--- src/rtl/soc_pkg.sv ---
// shared types and constants for the segment/obstacle collision checker
// no dependencies; imported by every rtl module
package soc_pkg;

    localparam int COORD_WIDTH = 16;
    localparam int EXT_WIDTH   = 15;
    localparam int PAD_WIDTH   = 12;
    localparam int CNT_WIDTH   = 5;
    localparam int MAX_CIRCLES = 16;
    localparam int MAX_RECTS   = 16;
    localparam int IDX_WIDTH   = 4;
    localparam int CFG_IDX_W   = 2;
    localparam int MUL_W       = 37;
    localparam int ACC_W       = 76;

    // signed zero for accumulator sign tests
    localparam logic signed [ACC_W-1:0] ACC_ZERO = '0;

    typedef enum logic [1:0] {
        OP_WR_CIRC = 2'd0,
        OP_WR_RECT = 2'd1,
        OP_CHECK   = 2'd2,
        OP_NONE    = 2'd3
    } t_op;

    typedef enum logic [1:0] {
        CFG_PADDING = 2'd0,
        CFG_CIRCLES = 2'd1,
        CFG_RECTS   = 2'd2,
        CFG_UNUSED  = 2'd3
    } t_cfg;

    typedef enum logic [1:0] {
        MAC_HOLD,
        MAC_LOAD,
        MAC_ADD,
        MAC_SUB
    } t_mac_mode;

    typedef enum logic [4:0] {
        ST_IDLE,
        ST_D2A, ST_D2B, ST_D2C,
        ST_C0, ST_C1, ST_C2, ST_C3, ST_C4, ST_C5,
        ST_C6, ST_C7, ST_C8, ST_C9, ST_C10, ST_C11,
        ST_RI,
        ST_E0, ST_E1, ST_E2, ST_E3, ST_E4, ST_E5, ST_E6,
        ST_OUT
    } t_state;

    typedef struct packed {
        t_mac_mode                mode;
        logic signed [MUL_W-1:0]  a;
        logic signed [MUL_W-1:0]  b;
    } t_mac_ctl;

    typedef struct packed {
        logic signed [COORD_WIDTH-1:0] x;
        logic signed [COORD_WIDTH-1:0] y;
        logic        [EXT_WIDTH-1:0]   r;
    } t_circ;

    typedef struct packed {
        logic signed [COORD_WIDTH-1:0] x;
        logic signed [COORD_WIDTH-1:0] y;
        logic        [EXT_WIDTH-1:0]   w;
        logic        [EXT_WIDTH-1:0]   h;
    } t_rect;

endpackage

--- src/rtl/soc_tables.sv ---
// circle and rectangle obstacle tables, one write and one read slot each
// depends on soc_pkg
module soc_tables
    import soc_pkg::*;
(
    input  logic                 i_clk,
    input  logic                 i_we_circ,
    input  logic                 i_we_rect,
    input  logic [IDX_WIDTH-1:0] i_wr_idx,
    input  t_circ                i_circ,
    input  t_rect                i_rect,
    input  logic [IDX_WIDTH-1:0] i_rd_idx,
    output t_circ                o_circ,
    output t_rect                o_rect
);

    t_circ r_circ_tab [MAX_CIRCLES];
    t_rect r_rect_tab [MAX_RECTS];

    always_ff @(posedge i_clk) begin
        if (i_we_circ) begin
            r_circ_tab[i_wr_idx] <= i_circ;
        end
        if (i_we_rect) begin
            r_rect_tab[i_wr_idx] <= i_rect;
        end
    end

    assign o_circ = r_circ_tab[i_rd_idx];
    assign o_rect = r_rect_tab[i_rd_idx];

endmodule

--- config.mk ---
export PLATFORM = sky130hd
export DESIGN_NAME = soc_tables
export DESIGN_NICKNAME = d
export VERILOG_FILES = /design/src/rtl/soc_pkg.sv /design/src/rtl/soc_tables.sv
export SDC_FILE = /design/constraint.sdc
export NUM_CORES = 1
export LEC_CHECK = 0
export BUFFER_PORTS_ARGS = -buffer_cell sky130_fd_sc_hd__buf_2
export CELL_PAD_IN_SITES_DETAIL_PLACEMENT = 1
export CELL_PAD_IN_SITES_GLOBAL_PLACEMENT = 1
export CORE_ASPECT_RATIO = 1.2
export CORE_MARGIN = 5
export CORE_UTILIZATION = 59
export DETAILED_ROUTE_END_ITERATION = 10
export HOLD_SLACK_MARGIN = 0.15
export PLACE_DENSITY_LB_ADDON = 0.2
export SLEW_MARGIN = 10
export SYNTH_ARGS = -nofsm -noshare
export SYNTH_HDL_FRONTEND = slang
export SYNTH_SLANG_ARGS = --single-unit
--- constraint.sdc ---
create_clock -name i_clk -period 8.8 [get_ports i_clk]
set_input_delay 1.32 -clock i_clk [delete_from_list [all_inputs] [get_ports i_clk]]
set_output_delay 1.32 -clock i_clk [all_outputs]
set_load 0.03 [all_outputs]
# Word-level counts from Yosys, hierarchy flattened
# Memories as Yosys holds them, arrays and structs flattened.
# Cells that the tools add are included.
[classes]
mux = 4
[op_table]
columns = ["operator", "count"]
rows = [
  ["$mux W1", 4],
]
[word_totals]
out_inout_bits = 109
reg_bits = 0
word_cells = 6
ramBits = 1744
input_bits = 120
mem_count = 2
[memory_table]
columns = ["name", "words", "width", "read_ports", "rd_ports_with_merged_regs", "wr", "line_no", "rtl"]
rows = [
  ["r_rect_tab", 16, 62, 1, 0, 1, "soc_tables.sv:18", "t_rect r_rect_tab [MAX_RECTS];"],
  ["r_circ_tab", 16, 47, 1, 0, 1, "soc_tables.sv:17", "t_circ r_circ_tab [MAX_CIRCLES];"],
]

# Logic depth before layout (Yosys ltp)
[depth]
ltp_word = 2
ltp_mapped = 7
mapped_depth_nobuf = 3

# Worst setup path before layout
# Ideal clock, no wire load.
[synth_path]
path_type = "in2reg"
from = "input i_wr_idx[3]"
to = "memory r_rect_tab[0][0] (netlist bit) (enable)"
path_stages = 2
slack_ps = 3868
t_arrival_ps = 4449
path_buffers = 0
t_required_ps = 8318
path_cell_list = "or3b_2 nor2_1"
[synth_lines]
columns = ["item", "line_no", "rtl"]
rows = [
  ["start: declaration", "soc_tables.sv:9", "input logic [IDX_WIDTH-1:0] i_wr_idx,"],
  ["end: declaration", "soc_tables.sv:18", ""],
]
# Straight into the memory's write port.

==> impl_summary.log <==
[metrics] Max Clk Rate: 187 MHz
[metrics] data required time at the worst endpoint: 7480 ps
[metrics] first-pass GRT wire length: 228,000 um
[metrics] pre-CTS WS: 3430 ps
[metrics] synthesized area per cell: 24.2 um2
[metrics] endpoint class of the critical path: primary output
[metrics] library cells used by synthesis: 18
[metrics] type of element launching the critical path: input port
[metrics] top layer reached by signal wires: met5
[metrics] detailed-routing iteration count for the pre-antenna-repair pass: 5
[metrics] number of violations reported at the end of detailed-routing iteration 0: 3,147
[metrics] crit share post-route: 0.609
[metrics] non-filler cells, final: 4,577
[metrics] worst setup margin: 3440 ps
[metrics] aggregate negative setup slack: 0 ps
[metrics] number of clock sinks seen by CTS: 1,744
[metrics] HPWL after detailed placement: 78,000 um
[metrics] post-layout net count: 3,126
[metrics] Post-CTS Hold Buffers: 0
[metrics] fraction of the yosys area taken by sequential cells: 0.801
[metrics] total number of H-tree levels: 4
[metrics] maximum fanout count along the critical path: 123
[metrics] number of vias per cell after detailed routing: 6.65
[metrics] result of the run: finished, final reports clean
[metrics] CTS buffer count: 165
[metrics] normalized max-slew margin: 0.168
[metrics] setup violation total in the final timing report: 0
[metrics] maximum single-stage delay on the critical path: 670 ps
[metrics] Least-Margin Pin Slew: 1250 ps
[metrics] maximum number of pins on one net before global-route repair: 124
[metrics] unrepaired setup endpoints after global routing: false
[metrics] kind of path behind the tightest hold check: in2reg
[metrics] Cell Count Post-Placement: 4,256
[metrics] number of nets produced by synthesis: 2,822
[metrics] routed wire length on met3: 11,600 um
[metrics] global routing usage summed across all routing layers: 0.268
[metrics] final cell utilization of the core: 0.672
[metrics] register bit total from synthesis: 1,744
[metrics] Maximum Capacitance Violations: 0
[metrics] count of buffering cells on the critical path with inverters included: 3
[metrics] initial core utilization: 0.595
[metrics] Mapped Area: 65,400 um2
[metrics] clock root buffer master: clkbuf_16
[metrics] total via count in the routed design: 30,400
[metrics] area of the die: 118,000 um2
[metrics] met2 layer wire length in the routed design: 81,600 um
[metrics] Hold Violations, Final: 0
[metrics] number of buffers added for setup after CTS: 0
[metrics] I/O Pins: 229
[metrics] Final Routed Wirelength: 156,000 um
[metrics] share of layout cells above drive strength 1: 0.327
[metrics] placeable core area: 110,000 um2
[metrics] residual DRC count: 0
[metrics] Mapped Cells: 2,702
[metrics] crit path kind: in2out
[metrics] vias in the first global route: 33,100
[metrics] die boundary height: 375 um
[metrics] Critical Path Slowest Stage Cell: buf_12
[metrics] routability-driven placement congestion ratio: 0.716
[metrics] number of antenna violations at the first check in global routing: 37
[metrics] Final Critical Period: 5360 ps
[metrics] WP data arrival: 4040 ps
[metrics] WL per Instance: 34.0 um
[metrics] Max rail drop VDD: 0.000216 V
[metrics] leak pwr: 23.4 nW
[metrics] clock-pin slew of the registers on the worst-case setup and hold paths: 60 ps
[metrics] most common library cell in the layout ignoring fill and taps: edfxtp_1
[metrics] Post-synth top flop: edfxtp_1
[metrics] most frequent cells in the layout: edfxtp_1 (1,744), mux4_2 (436), buf_2 (226)
[metrics] number of rows in the core area: 133
[metrics] CP cell instances: buf_8 -> buf_12 -> mux4_2 -> a22oi_1 -> nand2_1 -> buf_2
[metrics] antenna viol nets, final: 0
[metrics] number of gates given a new drive strength after cts: 0
[metrics] Routed met1 length: 58,300 um
[metrics] Layout Area Growth over Synthesis: 12.9%
[metrics] CTS Buffer Depth: 3
[metrics] yosys warns: 0
[metrics] TritonCTS clock tree: done
[metrics] share of async-settable or async-resettable flops after synthesis: 0
[metrics] count of flip-flops with a built-in enable after synthesis: 1,744
[metrics] kind of cell with the highest combined delay on the critical path: buffers and inverters
[metrics] areal power density over the cells: 236 nW/um2
[metrics] count of buffers from port buffering: 228
[metrics] count of pins over their slew limit: 0
[metrics] GRT Residual Overflow: 0
[metrics] die boundary width: 314 um
==> cells by family (layout without fill, tap and decap cells) <==
logic type             after synthesis  count (layout)  synth area share
flip-flops                        1744            1744             0.801
multiplexers                       436             436             0.150
other                                0              18                 0
AO/OA/AOI/OAI                      218             218            0.0281
AND/OR/NAND/NOR                    157             157           0.00967
buffers and inverters              147             587            0.0109
==> worst paths after layout <==
check	startpoint	depth (start not counted)	slack [ps]	endpoint
setup / recovery	i_rd_idx[1]	6	3440	o_circ[4]
hold / removal	i_rect[51]	1	900	r_rect_tab[12][51]
==> synth_stat cells, drive strengths merged (2+ instances only) <==
library cell	number	area [um2]
a22oi	218	1840
nor2b	2	12.5
buf	91	503
nand3b	4	30.0
mux4	436	9820
nand2b	2	12.5
nand3	2	10.0
nor2	33	124
or3b	2	17.5
clkbuf	56	210
nand2	110	413
edfxtp	1744	52400
==> registers in the layout (all words and copies together), names as in the netlist <==
signal,count
r_circ_tab,752
r_rect_tab,992
==> layer usage <==
| layer | vias to the layer above | track usage |
|---|---|---|
| li1 | 12300 | - |
| met1 | 16400 | 0.350 |
| met2 | 1339 | 0.458 |
| met3 | 297 | 0.0617 |
| met4 | 24 | 0.0815 |
| met5 | - | 0 |
==> layout make-up <==
cell class | count | area [um2]
flip-flops and latches | 1744 | 52400
fillers | 8445 | 36100
multi-input cells | 811 | 12600
clock buffers | 206 | 4410
well taps | 1417 | 1770
repair buffers | 284 | 1690
clock inverters | 97 | 932
diodes | 18 | 45.0
==> metrics by stage <==
step	total power [mW]	hold WS (ps)	cell area, um2
3_5_place_dp	10.5	1700	68400
4_1_cts	17.5	837	73700
3_3_place_gp	10.5	1670	68400
2_1_floorplan	10.1	1420	65400
6_report	17.4	900	73800
5_1_grt	18.0	877	73700
==> power breakdown <==
group          switching, mW  internal [mW]
Combinational          0.642          0.346
Clock                   2.99           4.05
Sequential            0.0456           9.31
Total                   3.68           13.7
No activity file was read; power rests on OpenSTA's default activity.
