$ cat src/rtl/soc_pkg.sv
// shared types and constants for the segment/obstacle collision checker
// no dependencies; imported by every rtl module
package soc_pkg;

    localparam int COORD_WIDTH = 16;
    localparam int EXT_WIDTH   = 15;
    localparam int PAD_WIDTH   = 12;
    localparam int CNT_WIDTH   = 5;
    localparam int MAX_CIRCLES = 16;
    localparam int MAX_RECTS   = 16;
    localparam int IDX_WIDTH   = 4;
    localparam int CFG_IDX_W   = 2;
    localparam int MUL_W       = 37;
    localparam int ACC_W       = 76;

    // signed zero for accumulator sign tests
    localparam logic signed [ACC_W-1:0] ACC_ZERO = '0;

    typedef enum logic [1:0] {
        OP_WR_CIRC = 2'd0,
        OP_WR_RECT = 2'd1,
        OP_CHECK   = 2'd2,
        OP_NONE    = 2'd3
    } t_op;

    typedef enum logic [1:0] {
        CFG_PADDING = 2'd0,
        CFG_CIRCLES = 2'd1,
        CFG_RECTS   = 2'd2,
        CFG_UNUSED  = 2'd3
    } t_cfg;

    typedef enum logic [1:0] {
        MAC_HOLD,
        MAC_LOAD,
        MAC_ADD,
        MAC_SUB
    } t_mac_mode;

    typedef enum logic [4:0] {
        ST_IDLE,
        ST_D2A, ST_D2B, ST_D2C,
        ST_C0, ST_C1, ST_C2, ST_C3, ST_C4, ST_C5,
        ST_C6, ST_C7, ST_C8, ST_C9, ST_C10, ST_C11,
        ST_RI,
        ST_E0, ST_E1, ST_E2, ST_E3, ST_E4, ST_E5, ST_E6,
        ST_OUT
    } t_state;

    typedef struct packed {
        t_mac_mode                mode;
        logic signed [MUL_W-1:0]  a;
        logic signed [MUL_W-1:0]  b;
    } t_mac_ctl;

    typedef struct packed {
        logic signed [COORD_WIDTH-1:0] x;
        logic signed [COORD_WIDTH-1:0] y;
        logic        [EXT_WIDTH-1:0]   r;
    } t_circ;

    typedef struct packed {
        logic signed [COORD_WIDTH-1:0] x;
        logic signed [COORD_WIDTH-1:0] y;
        logic        [EXT_WIDTH-1:0]   w;
        logic        [EXT_WIDTH-1:0]   h;
    } t_rect;

endpackage

$ cat src/rtl/soc_mac.sv
// shared multiply-accumulate unit, one product per cycle into a wide accumulator
// depends on soc_pkg
module soc_mac
    import soc_pkg::*;
(
    input  logic                    i_clk,
    input  t_mac_ctl                i_ctl,
    output logic signed [ACC_W-1:0] o_acc
);

    logic signed [2*MUL_W-1:0] prod;
    logic signed [ACC_W-1:0]   r_acc;

    assign prod  = i_ctl.a * i_ctl.b;
    assign o_acc = r_acc;

    always_ff @(posedge i_clk) begin
        unique case (i_ctl.mode)
            MAC_HOLD: r_acc <= r_acc;
            MAC_LOAD: r_acc <= ACC_W'(prod);
            MAC_ADD:  r_acc <= r_acc + ACC_W'(prod);
            MAC_SUB:  r_acc <= r_acc - ACC_W'(prod);
            default:  r_acc <= r_acc;
        endcase
    end

endmodule

$ cat config.mk
export PLATFORM = sky130hd
export DESIGN_NAME = soc_mac
export DESIGN_NICKNAME = d
export VERILOG_FILES = /design/src/rtl/soc_pkg.sv /design/src/rtl/soc_mac.sv
export SDC_FILE = /design/constraint.sdc
export NUM_CORES = 2
export LEC_CHECK = 0
export ABC_CLOCK_PERIOD_IN_PS = 27600
export BUFFER_PORTS_ARGS = -buffer_cell sky130_fd_sc_hd__buf_4
export CORE_MARGIN = 3
export CORE_UTILIZATION = 50
export CTS_CLUSTER_DIAMETER = 100
export DETAILED_ROUTE_END_ITERATION = 8
export PLACE_DENSITY = 0.66
export SETUP_SLACK_MARGIN = 0.3
export SLEW_MARGIN = 20
export SYNTH_ARGS = -nofsm -noshare
export SYNTH_HDL_FRONTEND = slang
export SYNTH_SLANG_ARGS = --single-unit
$ cat constraint.sdc
create_clock -name i_clk -period 27.6 [get_ports i_clk]
set_input_delay 1.38 -clock i_clk [delete_from_list [all_inputs] [get_ports i_clk]]
set_output_delay 1.38 -clock i_clk [all_outputs]
set_load 0.1 [all_outputs]
### Yosys cells after proc, flatten, opt, wreduce, memory -nomap -nowiden

Index checks and enable logic that the tools add are counted.

* muxes and demuxes: 1
* reductions and logical operators: 1
* add/subtract/negate cells: 2
* multiply operators: 1
* equal/unequal tests: 3

Operators by type and width (count)
* 76-bit one-hot mux with 3 select lines: 1
* 76-bit by 74-bit adder with 76-bit output: 1
* 76-bit by 74-bit subtractor with 76-bit output: 1
* 37-bit by 37-bit multiplier with 74-bit output: 1
* 2-bit == test (second input constant): 2
* 2-bit by 1-bit == test with 1-bit output (second input constant): 1
* 2-bit zero test: 1

* output and inout bits: 76
* flip-flop bits (word level): 76

### Depth between registers and ports, before layout

* depth after elaboration: 3
* depth in mapped cells: 50
* gate-level depth less buffers: 45

### Least setup slack after synthesis

No wires, ideal clock.

* kind: input to register
* from: in i_ctl[73] in the netlist's numbering
* to: reg r_acc[75], in the netlist o_acc[75] (data pin)
* setup time: 0.261 ns
* path buffers: 3
* arrival time: 12.532 ns
* cell stages on the path: 39
* path slack: 14.807 ns
* path through: clkbuf_1 > clkbuf_1 > nand2_1 > inv_1 > fa_1 > fa_1 > fa_1 > inv_1 > fa_1 > inv_1 > fa_1 > fa_1 > fa_1 > fa_1 > ha_1 > a21o_1 > a21o_1 > a21oi_1 > [3 not listed] > nor2b_1 > nand4_1 > or4b_1 > buf_2 > nor2_1 > a21oi_1 > xor2_1 > ha_1 > a21o_1 > a21o_1 > a21o_1 > a21o_1 > a21o_1 > or3_1 > o211ai_1 > mux2i_1 > o311a_1 > nand3b_1

* longest elaborated chain between the ends: 3

RTL lines
* from (decl): RTL line soc_mac.sv:7 `input t_mac_ctl i_ctl,`
* 37-bit by 37-bit multiplier with 74-bit output *: RTL line soc_mac.sv:14 `assign prod = i_ctl.a * i_ctl.b;`
* 76-bit by 74-bit subtractor with 76-bit output or 76-bit by 74-bit adder with 76-bit output (tied branches): RTL line soc_mac.sv:22, soc_mac.sv:21
* 76-bit one-hot mux with 3 select lines *: RTL line soc_mac.sv:18 `unique case (i_ctl.mode)`
* to (signal assigned): RTL line soc_mac.sv:19 `MAC_HOLD: r_acc <= r_acc;`
* to (signal assigned): RTL line soc_mac.sv:22 `MAC_SUB: r_acc <= r_acc - ACC_W'(prod);`
* to (signal assigned): RTL line soc_mac.sv:23 `default: r_acc <= r_acc;`
* to (decl): RTL line soc_mac.sv:12 `logic signed [ACC_W-1:0] r_acc;`

Mark *: on every way between the ends. The rest lies on a longest branch, timed or not.
A chain may end at the register's enable or synchronous reset.

### Worst setup path after layout

* from: in i_ctl[55] in the netlist's numbering
* to: reg r_acc[72], in the netlist o_acc[72] (data pin)

Same word-level chain as after synthesis.

==> results.md <==
- Critical path peak fanout: 37
- Hold Vio Cnt, Final: 0
- Syn Nets: 8,253
- Global placer's final weighted congestion: 0.960
- Initial drt markers: about 2,900
- Critical path start-end classification: input pin to register
- Root buffer selected by CTS: clkbuf_16
- Rel. slew slack: ~26%
- Grt total ovfl: 0
- Most common cell in the netlist: fa_1
- Max Cap Violations: 0
- Post-Syn Area: between 50,000 and 60,000 um^2
- Crit share post-route: 52.2%
- Die area: between 100,000 and 150,000 um^2
- Layout area overhead: 3.42%
- Total track usage: 27.6%
- Die W: 346 um
- Clk buf depth: 2
- Endpoints failing setup: 0
- Seq/Total Area, Yosys: 3.94%
- Core Region: between 100,000 and 150,000 um^2
- Worst min-delay path category: register to register
- Via count: 43,100
- Setup TNS: 0 ns
- Max-slew violations: 0
- CTS tree: done
- Synth warn: 0
- Hold Buf Count CTS: 0
- Share of cells above drive strength 1: around 3.9%
- F_max: 69.4 MHz
- Largest net degree at the start of global routing: between 70 and 80
- Vias in the first global route: ~47,000
- Worst EP arrival: between 10 and 15 ns
- CTS H-tree lvls: 3
- DRC viols: 0
- Crit path time final: 14.41 ns
- CP max stage delay: 0.83 ns
- Starting Density: 50.5%
- Syn_area_per_cell: approximately 9.0 um^2
- Fin nets: 8,053
- Status: complete, no violations
- Dpl hpwl: ~130 mm
- RSZ-0062 raised after global routing: false
- Clk_skew: about 0.0066 ns
- Number of synthesized flops with an enable pin: 76
- Top post-synthesis cells by area: fa_1, inv_1, ha_1, and2_1, nand2_1
- Slowest-stage cell, CP: a211oi_1
- Clock sinks: 76
- Share of the synthesized area in the top cell type: 50.3%
- ANT nets after route: 0
- WP buf/inv: 6
- Clock latency on the worst-skew pair: 0.37 ns
- CTS Buf Count: 9
- Ys async rst share: 0%
- Worst-path clk slew: ~0.060 ns
- Max reg flops: 76
- Worst path most repeated cell: fa_1
- Slew @ Worst Pin: 1.11 ns
- Num rows: 124
- Vias per std cell: 5.57
- Initial antenna violation count: 6
- First-pass GRT wire length: 260 mm
- Synth Register Bits: 76
- Post CTS Setup Buffer Count: 0
- Die height: 346 um
- # resized after CTS: 0
- Crit path max-delay family: adder cells
- Post-synthesis instance total: 6,415
- Worst EP required: 27.72 ns
- Buffers on Ports: 152
- Final wirelength: around 160 mm
- Ports: 153
- Setup crit start kind: input pin
- Count of different cell masters after synthesis: 97
- Largest area contributor in the netlist: fa_1
- Crit. End Element: register
- Synth cell count leaders: fa_1, inv_1, nand2_1, and2_1, clkbuf_1
- Initial DRT Pass Iterations: 6
- Routed len/inst: roughly 21 um
- Most common flop cell mapped by yosys: edfxtp_1
## per-layer routing
layer | wire length (um) | share of wire, % | vias to the layer above | track usage (%)
li1 | - | - | 18900 | -
met1 | 63200 | 39 | 22400 | 35.9
met2 | 80700 | 50 | 1462 | 47.7
met3 | 10100 | 6.3 | 298 | 3.69
met4 | 6160 | 3.8 | 2 | 8.88
met5 | 13 | 0.0081 | - | 0
## worst reg2reg max path: cells and delay by family, from the launching register on
family	cells	cell delay, ns
AND/OR/NAND/NOR	2	0.37
flip-flops	1	0.39
buffers and inverters	2	0.14
AO/OA/AOI/OAI	9	2.88
adder cells (fa/ha/maj)	2	0.60
XOR/XNOR	1	0.18
multiplexers	1	0.27
## area by class of cell
type	instances	area (um^2)
flip-flops and latches	76	2280
clock buffers	10	229
clock inverters	6	55.1
diodes	3	7.51
well taps	1512	1890
multi-input cells	4634	49200
inverters	1336	5010
repair buffers	158	1200
fillers	10700	54800
## logic make-up (layout without fill, tap and decap cells)
kind of cell | after synthesis | in the layout | synth area share, %
adders and majority gates | 1761 | 1761 | 56.9
buffers and inverters | 1705 | 1510 | 11.1
muxes | 32 | 32 | 0.605
DFF | 76 | 76 | 3.94
and+or+nand+nor | 1948 | 1948 | 16.5
xor gates and xnor gates | 215 | 215 | 3.28
AOI/OAI and AO/OA | 678 | 678 | 7.60
other | 0 | 3 | 0
## placed cells by master (no fill, tap or decap), drive strengths merged, types with 10 or more instances in the layout
cell type,instances
ha,305
and3,27
nor4,10
mux2,24
a21o,79
nand2,912
a211oi,24
nor2b,27
buf,158
o211ai,17
xor2,77
a21oi,192
nor2,142
nor3,36
o31ai,12
fa,1456
clkbuf,10
inv,1336
nand3,56
xnor2,138
o21a,37
and2,602
nand4,49
o21ai,162
a31oi,37
or3,20
nand2b,25
edfxtp,76
o21bai,28
## metrics by stage
step / worst slack [ns] / std cells / util (%) / area, um^2 / hold slack, ns
after floorplan: 14.81 / 6415 / - / 57900 / 1.28
after global placement: 13.12 / 7715 / 52.0 / 59600 / 0.794
after detailed placement: 13.09 / 7715 / 52.0 / 59600 / 0.796
after CTS: 13.43 / 7731 / 52.2 / 59800 / 0.810
after global routing: 12.57 / 7734 / 52.2 / 59900 / 0.866
final: 13.19 / 7735 / 52.2 / 59900 / 0.800
## path summary, 6_finish.rpt
| kind | start | end | slack, ns | depth (start not counted) |
|---|---|---|---|---|
| max | i_ctl[55] | o_acc[72]$_DFFE_PP_ | 13.19 | 39 |
| min | o_acc[0]$_DFFE_PP_ | o_acc[0]$_DFFE_PP_ | 0.80 | 3 |
| max reg2reg | o_acc[0]$_DFFE_PP_ | o_acc[72]$_DFFE_PP_ | 22.52 | 17 |
| min reg2reg | o_acc[0]$_DFFE_PP_ | o_acc[0]$_DFFE_PP_ | 0.80 | 3 |
Power is not shown: default switching activity piles up to over one toggle a cycle in this logic, so the estimate is an artifact.
